--- config.mk ---
export PLATFORM = sky130hd
export DESIGN_NAME = spq_cell
export DESIGN_NICKNAME = d
export VERILOG_FILES = /design/src/rtl/core/spq_pkg.sv /design/src/rtl/core/spq_cell.sv
export SDC_FILE = /design/constraint.sdc
export NUM_CORES = 1
export LEC_CHECK = 0
export BUFFER_PORTS_ARGS = -buffer_cell sky130_fd_sc_hd__buf_2
export CAP_MARGIN = 30
export CORE_AREA = 2 2 103 105
export DETAILED_ROUTE_END_ITERATION = 16
export DIE_AREA = 0 0 105 107
export PLACE_DENSITY = 0.77
export SYNTH_ARGS = -nofsm -noshare
export SYNTH_HDL_FRONTEND = slang
export SYNTH_SLANG_ARGS = --single-unit
export TNS_END_PERCENT = 20
--- constraint.sdc ---
create_clock -name clk -period 10.4 [get_ports clk]
set_input_delay 1.04 -clock clk [delete_from_list [all_inputs] [get_ports clk]]
set_output_delay 1.04 -clock clk [all_outputs]
set_load 0.02 [all_outputs]
--- src/rtl/core/spq_pkg.sv ---
package spq_pkg;

	localparam int DEPTH         = 64;
	localparam int KEY_WIDTH     = 32;
	localparam int PAYLOAD_WIDTH = 32;

	localparam int CNT_W     = $clog2(DEPTH + 1);
	localparam int RES_KEY_W = 32;
	localparam int RES_PAY_W = 32;
	localparam int OCC_W     = 7;
	localparam int ERR_W     = 2;

	// Operation codes carried in the func field.
	localparam logic FUNC_INSERT = 1'b0;
	localparam logic FUNC_REMOVE = 1'b1;

	// Error codes returned in the error field.
	localparam logic [ERR_W-1:0] ERR_OK    = 2'd0;
	localparam logic [ERR_W-1:0] ERR_FULL  = 2'd1;
	localparam logic [ERR_W-1:0] ERR_EMPTY = 2'd2;

	typedef struct packed {
		logic                            func;
		logic signed [KEY_WIDTH-1:0]     key;
		logic        [PAYLOAD_WIDTH-1:0] payload;
	} spq_req_t;

	typedef struct packed {
		logic                        out_valid;
		logic signed [RES_KEY_W-1:0] out_key;
		logic        [RES_PAY_W-1:0] out_payload;
		logic        [ERR_W-1:0]     error;
		logic        [OCC_W-1:0]     occupancy;
	} spq_rsp_t;

	typedef struct packed {
		logic signed [KEY_WIDTH-1:0]     key;
		logic        [PAYLOAD_WIDTH-1:0] payload;
	} spq_entry_t;

	// Broadcast to every cell: what happens this cycle and the entry to insert.
	typedef struct packed {
		logic       ins;
		logic       rem;
		spq_entry_t new_entry;
	} spq_ctl_t;

endpackage

--- src/rtl/core/spq_cell.sv ---
module spq_cell import spq_pkg::*; (
	input  logic       clk,
	input  spq_ctl_t   ctl,
	input  logic       occ,
	input  logic       prev_stays,
	input  spq_entry_t prev,
	input  spq_entry_t next,
	output logic       stays,
	output spq_entry_t entry
);

	spq_entry_t entry_q;
	spq_entry_t entry_d;

	// The stored entry stays put on an insert when it is occupied and its key is
	// not below the new key, which keeps equal keys in arrival order.
	assign stays = occ && ($signed(entry_q.key) >= $signed(ctl.new_entry.key));
	assign entry = entry_q;

	always_comb begin
		entry_d = entry_q;
		if (ctl.rem) begin
			entry_d = next;
		end else if (ctl.ins && !stays) begin
			entry_d = prev_stays ? ctl.new_entry : prev;
		end
	end

	always_ff @(posedge clk) begin
		entry_q <= entry_d;
	end

endmodule

Word-level counts from Yosys, hierarchy flattened
Index checks and enable logic that the tools add are counted.
{"block": "op_classes", "magnitude_cmp": 1, "n_mux": 3, "n_reduce_logical": 4}
{"cell": "$mux W64", "count": 3}
{"cell": "$ge A32 B32 Y1", "count": 1}
{"cell": "$logic_and A1 B1 Y1", "count": 2}
{"cell": "$reduce_bool A2 Y1", "count": 1}
{"cell": "$logic_not A1 Y1", "count": 1}
{"block": "word_totals", "regBits": 64, "in_bits": 197, "out_inout_bits": 65}

Longest topological paths before layout
Gate-level depths: netlist of the first run.
{"block": "depth", "depth_word": 6, "depth_mapped": 8}

Worst setup path after synthesis of the first run
OpenSTA, ideal clock, no wires.
{"block": "synth_path", "kind": "input-to-reg", "startpoint": "input port ctl[46] (netlist name)", "endpoint": "register entry_q, in the netlist entry[0] (enable)", "setup_ps": 433, "t_arrival_ps": 4043, "required_time_ps": 9967, "slack_ps": 5924, "stages": 8, "n_path_buf": 0, "path_cell_list": "inv_1 ha_1 a21oi_1 a21boi_1 a2111oi_4 a41oi_2 nor4bb_2 o31a_1"}
{"block": "synth_via", "elab_chain_len": 5}
{"element": "start, declared", "line": "spq_cell.sv:3", "text": "input spq_ctl_t ctl,"}
{"element": "$ge A32 B32 Y1", "line": "spq_cell.sv:17", "text": "assign stays = occ && ($signed(entry_q.key) >= $signed(ctl.new_entry.key));"}
{"element": "$logic_and A1 B1 Y1", "line": "spq_cell.sv:17"}
{"element": "$logic_not A1 Y1", "line": "spq_cell.sv:24", "text": "end else if (ctl.ins && !stays) begin"}
{"element": "$logic_and A1 B1 Y1", "line": "spq_cell.sv:24"}
{"element": "$reduce_bool A2 Y1 (no line)"}
{"element": "end signal, assigned", "line": "spq_cell.sv:30", "text": "entry_q <= entry_d;"}
{"element": "end, declared", "line": "spq_cell.sv:12", "text": "spq_entry_t entry_q;"}
No other way between the ends.
A chain may end at the register's enable or synchronous reset.

Worst setup path after layout of the first run
{"block": "layout_path", "startpoint": "input port ctl[59] (netlist name)", "endpoint": "output port stays"}
{"block": "layout_via", "elab_chain_len": 2}
{"element": "$ge A32 B32 Y1", "line": "spq_cell.sv:17"}
{"element": "$logic_and A1 B1 Y1", "line": "spq_cell.sv:17"}
{"element": "end, declared", "line": "spq_cell.sv:8", "text": "output logic stays,"}
No other way between the ends.

==> results.py, run 1 <==
metrics = {
    "timing": {
        "number_of_hold_violations_in_the_final_report": 0,
        "clock.fmax_ghz": 0.246,
        "post-route-worst-setup-slack_ns": 6.33,
        "finalHoldWorstSlack_ns": 0.978,
        "clock-skew-final_ns": 0.0178,
        "worst_margin_slew_ns": 0.810,
        "setup-tns-final_ns": 0,
        "setup_viol_count_final": 0,
        "slew-limit-headroom": 0.460,
        "drv_slew": 0,
        "fin_crit_sh": 0.391,
        "timing.final.crit_period_ns": 4.07,
        "rsz0062_at_grt": "false",
    },
    "synthesis": {
        "largest_family_of_logic_cells_by_synthesized_area": "multiplexers",
        "netlist_top_cells_area": "edfxtp_1 47%, mux2i_1 16%, ha_1 9.7%",
        "share_of_the_synthesized_area_in_compound_gates_ao_oa_aoi_oai": 0.128,
        "synthMostInstantiatedCell": "nand2_1",
        "avgSynthCellArea_um2": 10.4,
        "synthDistinctLibCells": 34,
        "synth-seq-area-share": 0.467,
        "synth_fa_ha_area_frac": 0.0973,
        "post_synth_inst_count": 395,
        "synth-xor-area-share": 0,
        "synth_edf_count": 64,
        "postSynthRegisterBits": 64,
        "synth_simple_gate_area_share": 0.101,
        "yosysWarningCount": 0,
        "synth.top_cell.area_share": 0.467,
        "leading_cell_types_by_count_after_synthesis": "68 x nand2_1, 66 x o21ai_0, 64 x edfxtp_1, 64 x mux2i_1, 33 x inv_1",
        "postSynth.asyncResetShare": 0,
        "netlist_area_um2": 4110,
        "share_of_cell_area_taken_by_muxes_after_synthesis": 0.156,
        "synth_top_flop_cell": "edfxtp_1",
        "yosysTopAreaCell": "edfxtp_1",
        "mappedNetlistNets": 624,
    },
    "critical_path": {
        "rr_startpoint": "entry[46]",
        "critical_path_depth": 10,
        "critPathKind": "in2out",
        "critical-path-top-delay-family": "simple AND/OR/NAND/NOR gates",
        "crit_start": "ctl[59]",
        "critical_path_source_type": "primary input",
        "crit_path_top_delay_cell": "nor4_1",
        "critical_path_buf_inv_count": 3,
        "critPathCaptureType": "output pin",
        "required_ns": 9.36,
        "critical_path_peak_fanout": 3,
        "end_of_the_critical_path": "stays",
        "critPathMostFrequentCell": "buf_2",
        "max_stage_delay_ns": 0.50,
        "timing.reg2reg.setup_slack_ns": 6.91,
        "timing.critical_path.arrival_ns": 3.03,
        "r2r-end": "entry[43]",
        "critical_path.cell_chain": "buf_2 -> inv_1 -> ha_1 -> nand4_1 -> nor4_1 -> nor2_1 -> a41oi_2 -> nor4bb_2 -> o22ai_1 -> buf_2",
        "r2r_cells": 8,
    },
    "floorplanning": {
        "start_util": 0.408,
        "fp.dieW_um": 105,
        "die_area_um2": 11200,
        "io_pins": 262,
        "core.rowCount": 37,
        "design.core.area_um2": 10100,
        "chipHeight_um": 107,
    },
    "finish": {
        "layout.cell_area.non_filler_um2": 5700,
        "drive_above_1_share": 0.439,
        "finish.cell_count_without_fillers": 790,
        "syn2layout_area_growth_pct": 38.6,
        "insertedDiodeCount": 0,
        "final_nets": 878,
        "postLayoutCoreUtil": 0.565,
        "largest_register_ff_count": 64,
        "multi_input_logic_area_um2": 1980,
        "layout.area.seq_um2": 1920,
        "fillCellCount": 920,
    },
    "clock_tree": {
        "cts_buffer_depth": 2,
        "cts_made_buffers": 9,
        "insertion_delay_ns": 0.34,
        "clkSlewWorstSetupHoldPaths_ns": 0.08,
        "cts-htree-levels": 3,
        "clock_sinks": 64,
        "post_cts_buffers": 0,
        "clock_tree.root_cell": "clkbuf_8",
        "cts_tree": "done",
        "cts.repair.resized": 0,
        "cts_hold_buf": 0,
    },
    "grt": {
        "antenna_found_initial": 0,
        "first_global_vias": 3779,
        "grt_first_pass_wirelength_mm": 17.6,
        "gr-total-overflow": 0,
        "grt_use_total": 0.197,
        "grt_max_degree": 67,
    },
    "placement": {
        "gp_congestion": 0.905,
        "port_buffer_cells": 261,
        "postPlaceCellArea_um2": 5530,
        "pre_cts_ws_ns": 6.07,
        "dp_hpwl_mm": 9.25,
        "placed_cells": 773,
    },
    "routing": {
        "via_total_after_detailed_routing": 3905,
        "totalWireLength_mm": 11.6,
        "wl_per_cell_um": 14.7,
        "drt-initial-drc-count": 210,
        "final_antenna_net_count": 0,
        "via_density": 4.94,
        "drt_first_pass_iters": 4,
        "drc": 0,
    },
    "run": {
        "max_cap_violations": 0,
    },
    "power_and_ir_drop": {
        "vdd.ir_drop.worst_mv": 0.0648,
        "report.power.total_uw": 728,
        "p_per_area_nw_per_um2": 128,
        "power.leakage_nw": 2.94,
    },
    "worst_hold_path": {
        "hold_path_class": "in2reg",
        "hold_path_startpoint": "next[52]",
    },
    "status": {
        "result_of_the_run": "complete, no violations",
    },
}
-- metal layers --
layer	vias to the layer above	share of wire	global-route usage
li1	1937	-	-
met1	1785	0.38	0.213
met2	171	0.53	0.372
met3	12	0.076	0.0553
met4	0	0.0092	0.0610
met5	-	0	0
-- cell type report --
type,count,share of cell area
clock inverters,5,0.00417
flip-flops and latches,64,0.337
well taps,136,0.0299
multi-input cells,277,0.348
clock buffers,11,0.0230
repair buffers,264,0.236
inverters,33,0.0217
-- worst register-to-register path, delay by kind of cell, from the launching register on --
kind | cells | cell delay, ns
and+or+nand+nor | 1 | 0.34
buffers and inverters | 1 | 0.54
AOI/OAI and AO/OA | 5 | 1.50
adders and majority gates | 1 | 0.32
DFF | 1 | 0.40
-- where the power goes --
part           leakage (nW)  total (mW)  switching, mW  internal [mW]
registers             0.650       0.336         0.0125          0.324
clock network        0.0843       0.176         0.0923         0.0841
logic                  2.20       0.215          0.125         0.0897
-- worst min path at each step --
stage,end,slack (ns),cells after the start
CTS,entry[52],0.96,3
floorplan,entry[61],1.23,2
global placement,entry[17],1.32,3
global route,entry[12],0.97,3
finish,entry[52],0.98,3
detailed placement,entry[31],1.32,3
-- placed cells by master, fill, tap and decap left out, types with 2 or more instances in the layout --
cell      netlist  layout
buf_2           6     259
nand2_1        68      68
o21ai_0        66      66
mux2i_1        64      64
edfxtp_1       64      64
inv_1          33      33
ha_1           32      32
a21oi_1        10      10
clkbuf_8        0       9
nand4_1         5       5
clkinv_2        0       4
buf_4           0       4
o21ai_1         3       3
nor2_1          3       3
nand2b_1        2       2
nor2b_1         2       2
nand3_1         2       2
and4_1          2       2
clkbuf_1       15       2
-- cell families after synthesis --
kind of cell / count (synthesis)
fa+ha+maj: 32
flops: 64
buf+inv: 54
compound gates: 91
simple gates: 90
mux: 64
Power figures use the tool's default switching activity.
==> run 2, diff against run 1 <==
--- a/config.mk
+++ b/config.mk
@@ -7,10 +7,10 @@
 export LEC_CHECK = 0
 export BUFFER_PORTS_ARGS = -buffer_cell sky130_fd_sc_hd__buf_2
 export CAP_MARGIN = 30
-export CORE_AREA = 2 2 103 105
+export CORE_MARGIN = 1.5
+export CORE_UTILIZATION = 43
 export DETAILED_ROUTE_END_ITERATION = 16
-export DIE_AREA = 0 0 105 107
-export PLACE_DENSITY = 0.77
+export PLACE_DENSITY = 0.81
 export SYNTH_ARGS = -nofsm -noshare
 export SYNTH_HDL_FRONTEND = slang
 export SYNTH_SLANG_ARGS = --single-unit
==> constraint.sdc (replaced) <==
create_clock -name clk -period 3.9 [get_ports clk]
set_input_delay 0.39 -clock clk [delete_from_list [all_inputs] [get_ports clk]]
set_output_delay 0.39 -clock clk [all_outputs]
set_load 0.02 [all_outputs]
==> run 2 against run 1 <==
Effect of this change: sequential share of layout area decreased by 0.32 points; first-iteration DRC count is 46% lower; worst setup slack got worse by 5.4 ns; via count grew 0.92%; global-route usage rose by 2.3 points; design area increased by 0.97%; non-clock buffer count is 1 higher; critical path type is now reg2out.
==> results.py, run 2 (synthesis gave the netlist of run 1 again) <==
metrics = {
    "power_and_ir_drop": {
        "clock_power_share": 0.290,
        "vdd.ir_drop.worst_mv": 0.207,
        "power.combinational.fraction": 0.278,
        "p_per_area_nw_per_um2": 361,
        "power_report.internal_total_mw": 1.46,
        "relative_contribution_of_sequential_cells_to_total_power": 0.432,
        "power.leakage_nw": 2.96,
        "switching_fraction_of_total_power": 0.296,
        "switching_power_uw": 614,
    },
    "routing": {
        "wl_met3_um": 759,
        "drc": 0,
        "drt_first_pass_iters": 5,
        "wl_per_cell_um": 14.8,
        "routed-wl-met2_mm": 6.20,
        "drt-met1-wl_mm": 4.41,
        "via_density": 5.03,
        "totalWireLength_mm": 11.6,
        "drt-initial-drc-count": 114,
        "via_total_after_detailed_routing": 3941,
        "final_antenna_net_count": 0,
        "maxUsedRoutingLayer": "met4",
    },
    "placement": {
        "port_buffer_cells": 261,
        "gp_congestion": 0.880,
        "placed_cells": 767,
        "dp_hpwl_mm": 9.26,
    },
    "finish": {
        "postLayoutCoreUtil": 0.623,
        "drive_above_1_share": 0.438,
        "fillCellCount": 783,
        "finish.cell_count_without_fillers": 784,
        "insertedDiodeCount": 0,
        "largest_register_ff_count": 64,
        "leading_cell_types_in_the_layout_fill_and_taps_excluded": "259 x buf_2, 68 x nand2_1, 66 x o21ai_0",
        "layout.cells.most_common": "buf_2",
        "syn2layout_area_growth_pct": 39.9,
        "final_nets": 879,
    },
    "clock_tree": {
        "post_cts_buffers": 0,
        "cts_made_buffers": 9,
        "cts_hold_buf": 0,
        "insertion_delay_ns": 0.33,
        "clock_sinks": 64,
        "cts_buffer_depth": 2,
        "cts-htree-levels": 3,
        "cts_tree": "done",
        "clock_tree.root_cell": "clkbuf_8",
        "clkSlewWorstSetupHoldPaths_ns": 0.07,
        "cts.repair.resized": 0,
    },
    "critical_path": {
        "crit_start": "entry[59]",
        "critPathCaptureType": "output pin",
        "critPathKind": "reg2out",
        "required_ns": 3.51,
        "r2r-end": "entry[34]",
        "critical_path_source_type": "flip-flop",
        "timing.reg2reg.setup_slack_ns": 1.02,
        "rr_startpoint": "entry[57]",
        "timing.critical_path.arrival_ns": 2.56,
        "critical_path_peak_fanout": 3,
        "r2r_cells": 8,
    },
    "grt": {
        "gr-total-overflow": 0,
        "grt_use_total": 0.220,
        "antenna_found_initial": 0,
        "grt_first_pass_wirelength_mm": 17.4,
        "grt_max_degree": 76,
        "first_global_vias": 3893,
    },
    "timing": {
        "fin_crit_sh": 0.757,
        "worst_margin_slew_ns": 0.622,
        "number_of_hold_violations_in_the_final_report": 0,
        "rsz0062_at_grt": "false",
        "drv_slew": 0,
        "timing.final.crit_period_ns": 2.95,
        "slew-limit-headroom": 0.585,
        "setup_viol_count_final": 0,
        "clock-skew-final_ns": 0.00723,
        "clock.fmax_ghz": 0.339,
        "setup-tns-final_ns": 0,
    },
    "worst_hold_path": {
        "min_to": "entry[12]",
        "holdPathStages": 3,
        "hold_path_class": "in2reg",
        "hold_path_startpoint": "next[12]",
    },
    "floorplanning": {
        "core.rowCount": 35,
        "die_area_um2": 10200,
        "chipHeight_um": 101,
        "fp.dieW_um": 101,
        "design.core.area_um2": 9240,
        "io_pins": 262,
        "start_util": 0.445,
    },
    "run": {
        "max_cap_violations": 0,
    },
    "status": {
        "result_of_the_run": "complete, no violations",
    },
}
## run 2: area by class of cell
| cell class | instances | area (um2) | area share |
|---|---|---|---|
| Clock buffer | 12 | 135 | 0.0235 |
| Multi-Input combinational cell | 277 | 1980 | 0.345 |
| Timing Repair Buffer | 265 | 1360 | 0.237 |
| Sequential cell | 64 | 1920 | 0.334 |
| Clock inverter | 4 | 68.8 | 0.0120 |
| Inverter | 33 | 124 | 0.0215 |
| Tap cell | 129 | 161 | 0.0280 |
## run 2: worst max-delay path by stage
stage / end / cells after the start
floorplan: entry[0] / 7
global placement: entry[22] / 10
detailed placement: entry[25] / 10
CTS: stays / 8
global route: stays / 8
finish: stays / 8
## run 2: critical path, stage by stage (launching register included)
cell	delay (ns)
edfxtp_1	0.41
ha_1	0.34
nand4_1	0.15
nor4_1	0.51
nor2_1	0.16
a41oi_2	0.22
nor4bb_2	0.08
o22ai_1	0.16
buf_2	0.20
## run 2: stage by stage
step	cell area [um2]	setup WS, ns	total power, mW	hold WS (ns)
finish	5760	0.946	2.08	0.338
global route	5760	0.720	2.18	0.319
CTS	5730	0.930	2.10	0.316
detailed placement	5520	0.899	1.49	0.672
global placement	5520	0.967	1.46	0.666
floorplan	4120	0.721	1.24	0.577
## run 2: metal layers
metal  GRT usage  vias to the layer above
met2       0.413                      163
met5           0                        -
met4      0.0910                        0
met1       0.237                     1809
met3      0.0499                       27
li1            -                     1942
## run 2: power by group through the flow
| stage | Clock (mW) | Sequential [mW] | Combinational, mW |
|---|---|---|---|
| floorplan | 0 | 1.01 | 0.228 |
| global placement | 0 | 0.907 | 0.555 |
| detailed placement | 0 | 0.912 | 0.579 |
| CTS | 0.620 | 0.898 | 0.581 |
| global route | 0.641 | 0.906 | 0.631 |
| finish | 0.602 | 0.897 | 0.578 |
==> run 3, diff against run 2 <==
==> constraint.sdc (replaced) <==
create_clock -name clk -period 3.1 [get_ports clk]
set_input_delay 0.31 -clock clk [delete_from_list [all_inputs] [get_ports clk]]
set_output_delay 0.31 -clock clk [all_outputs]
set_load 0.02 [all_outputs]
==> run 3 against run 2 <==
Effect of this change: design area fell by 0.50%; critical path depth did not move; largest power group unchanged; clock power barely moved; via count fell by 0.81%.
==> results.py, run 3 (synthesis gave the netlist of run 1 again) <==
metrics = {
    "status": {
        "result_of_the_run": "complete, no violations",
    },
    "floorplanning": {
        "io_pins": 262,
        "die_area_um2": 10200,
        "design.core.area_um2": 9240,
        "start_util": 0.445,
        "chipHeight_um": 101,
        "fp.dieW_um": 101,
        "core.rowCount": 35,
    },
    "timing": {
        "number_of_hold_violations_in_the_final_report": 0,
        "clock-skew-final_ns": 0.0121,
        "post-route-worst-setup-slack_ns": 0.185,
        "rsz0062_at_grt": "false",
        "setup_viol_count_final": 0,
        "setup-tns-final_ns": 0,
        "slew-limit-headroom": 0.540,
        "clock.fmax_ghz": 0.343,
        "fin_crit_sh": 0.940,
        "drv_slew": 0,
        "worst_margin_slew_ns": 0.689,
        "timing.final.crit_period_ns": 2.91,
    },
    "run": {
        "max_cap_violations": 0,
    },
    "critical_path": {
        "critical_path_source_type": "flip-flop",
        "critPathCaptureType": "output pin",
        "timing.reg2reg.setup_slack_ns": 0.26,
        "r2r-end": "entry[34]",
        "critical_path_depth": 8,
        "end_of_the_critical_path": "stays",
        "timing.critical_path.arrival_ns": 2.60,
        "critical_path.cell_chain": "ha_1 -> a21oi_1 -> o21ai_1 -> a2111oi_2 -> a211oi_1 -> nor4bb_2 -> o22ai_1 -> buf_2",
        "max_stage_delay_ns": 0.41,
        "critPathKind": "reg2out",
        "required_ns": 2.79,
        "r2r_cells": 8,
        "crit_path_top_delay_cell": "nor4bb_2",
        "crit_start": "entry[59]",
        "critical_path_peak_fanout": 3,
        "critical_path_buf_inv_count": 1,
        "rr_startpoint": "entry[59]",
        "critical-path-top-delay-family": "compound AO/OA/AOI/OAI gates",
    },
    "routing": {
        "wl_per_cell_um": 14.9,
        "via_density": 4.99,
        "via_total_after_detailed_routing": 3909,
        "drc": 0,
        "final_antenna_net_count": 0,
        "drt-initial-drc-count": 76,
        "totalWireLength_mm": 11.7,
        "drt_first_pass_iters": 4,
    },
    "power_and_ir_drop": {
        "p_per_area_nw_per_um2": 430,
        "report.power.total_mw": 2.46,
        "power.leakage_nw": 2.95,
        "vdd.ir_drop.worst_mv": 0.239,
    },
    "clock_tree": {
        "cts_tree": "done",
        "cts_buffer_depth": 2,
        "cts-htree-levels": 3,
        "cts_made_buffers": 9,
        "cts_hold_buf": 0,
        "clkSlewWorstSetupHoldPaths_ns": 0.08,
        "post_cts_buffers": 0,
        "cts.repair.resized": 0,
        "clock_tree.root_cell": "clkbuf_8",
        "insertion_delay_ns": 0.33,
        "clock_sinks": 64,
    },
    "finish": {
        "final_nets": 879,
        "syn2layout_area_growth_pct": 39.2,
        "leading_cell_types_in_the_layout_fill_and_taps_excluded": "259 x buf_2, 68 x nand2_1, 66 x o21ai_0",
        "insertedDiodeCount": 0,
        "layout.cells.most_common": "buf_2",
        "drive_above_1_share": 0.441,
        "postLayoutCoreUtil": 0.620,
        "layout.cell_area.non_filler_um2": 5730,
        "largest_register_ff_count": 64,
    },
    "placement": {
        "dp_hpwl_mm": 9.37,
        "pre_cts_ws_ns": 0.239,
        "gp_congestion": 0.871,
        "postPlaceCellArea_um2": 5560,
        "port_buffer_cells": 261,
    },
    "grt": {
        "grt_max_degree": 83,
        "first_global_vias": 3773,
        "grt_first_pass_wirelength_mm": 17.5,
        "grt_use_total": 0.223,
        "antenna_found_initial": 0,
        "gr-total-overflow": 0,
    },
    "worst_hold_path": {
        "hold_path_class": "in2reg",
    },
}
[run 3: cell types whose count changed in the layout (fill, tap and decap cells not counted), moves of 2 or more]
cell / previous run / this run
buf_12: 0 / 2
bufinv_16: 2 / 0
clkbuf_1: 3 / 0
clkinv_2: 1 / 3
[run 3: worst min-delay path, stage by stage]
cell and delay [ns]:
buf_2 0.07, nand2_1 0.04, o21ai_0 0.06
[run 3: metrics by stage]
step	hold slack, ns	std cells
6_report	0.257	784
5_1_grt	0.253	784
4_1_cts	0.230	784
3_5_place_dp	0.594	768
3_3_place_gp	0.591	768
2_1_floorplan	0.497	395
[run 3: worst min-delay path by stage]
stage                         from   endpoint  slack [ns]  cells past startpoint
after floorplan           next[61]  entry[61]        0.50                      2
after detailed placement  next[38]  entry[38]        0.59                      3
after global placement    next[19]  entry[19]        0.59                      3
final                     next[38]  entry[38]        0.26                      3
after CTS                 next[38]  entry[38]        0.23                      3
after global routing       next[8]   entry[8]        0.25                      3
[run 3: where the power goes]
| group | total [mW] | switching [mW] | leakage, nW | internal [mW] |
|---|---|---|---|---|
| combinational | 0.733 | 0.426 | 2.22 | 0.307 |
| sequential | 1.13 | 0.0436 | 0.650 | 1.09 |
| clock | 0.602 | 0.321 | 0.0838 | 0.281 |
| total | 2.46 | 0.791 | 2.95 | 1.67 |
[run 3: layer usage]
layer	vias to the layer above	wire length, um	track usage
met5	-	0	0
met4	0	250	0.0878
met3	23	704	0.0451
met2	164	6120	0.407
met1	1782	4620	0.254
li1	1940	-	-
[run 3: layout make-up]
class	instances	area [um2]
clock buffers	9	124
clock inverters	7	38.8
fillers	790	3510
inverters	33	124
multi-input cells	277	1990
flip-flops and latches	64	1920
well taps	129	161
repair buffers	265	1370
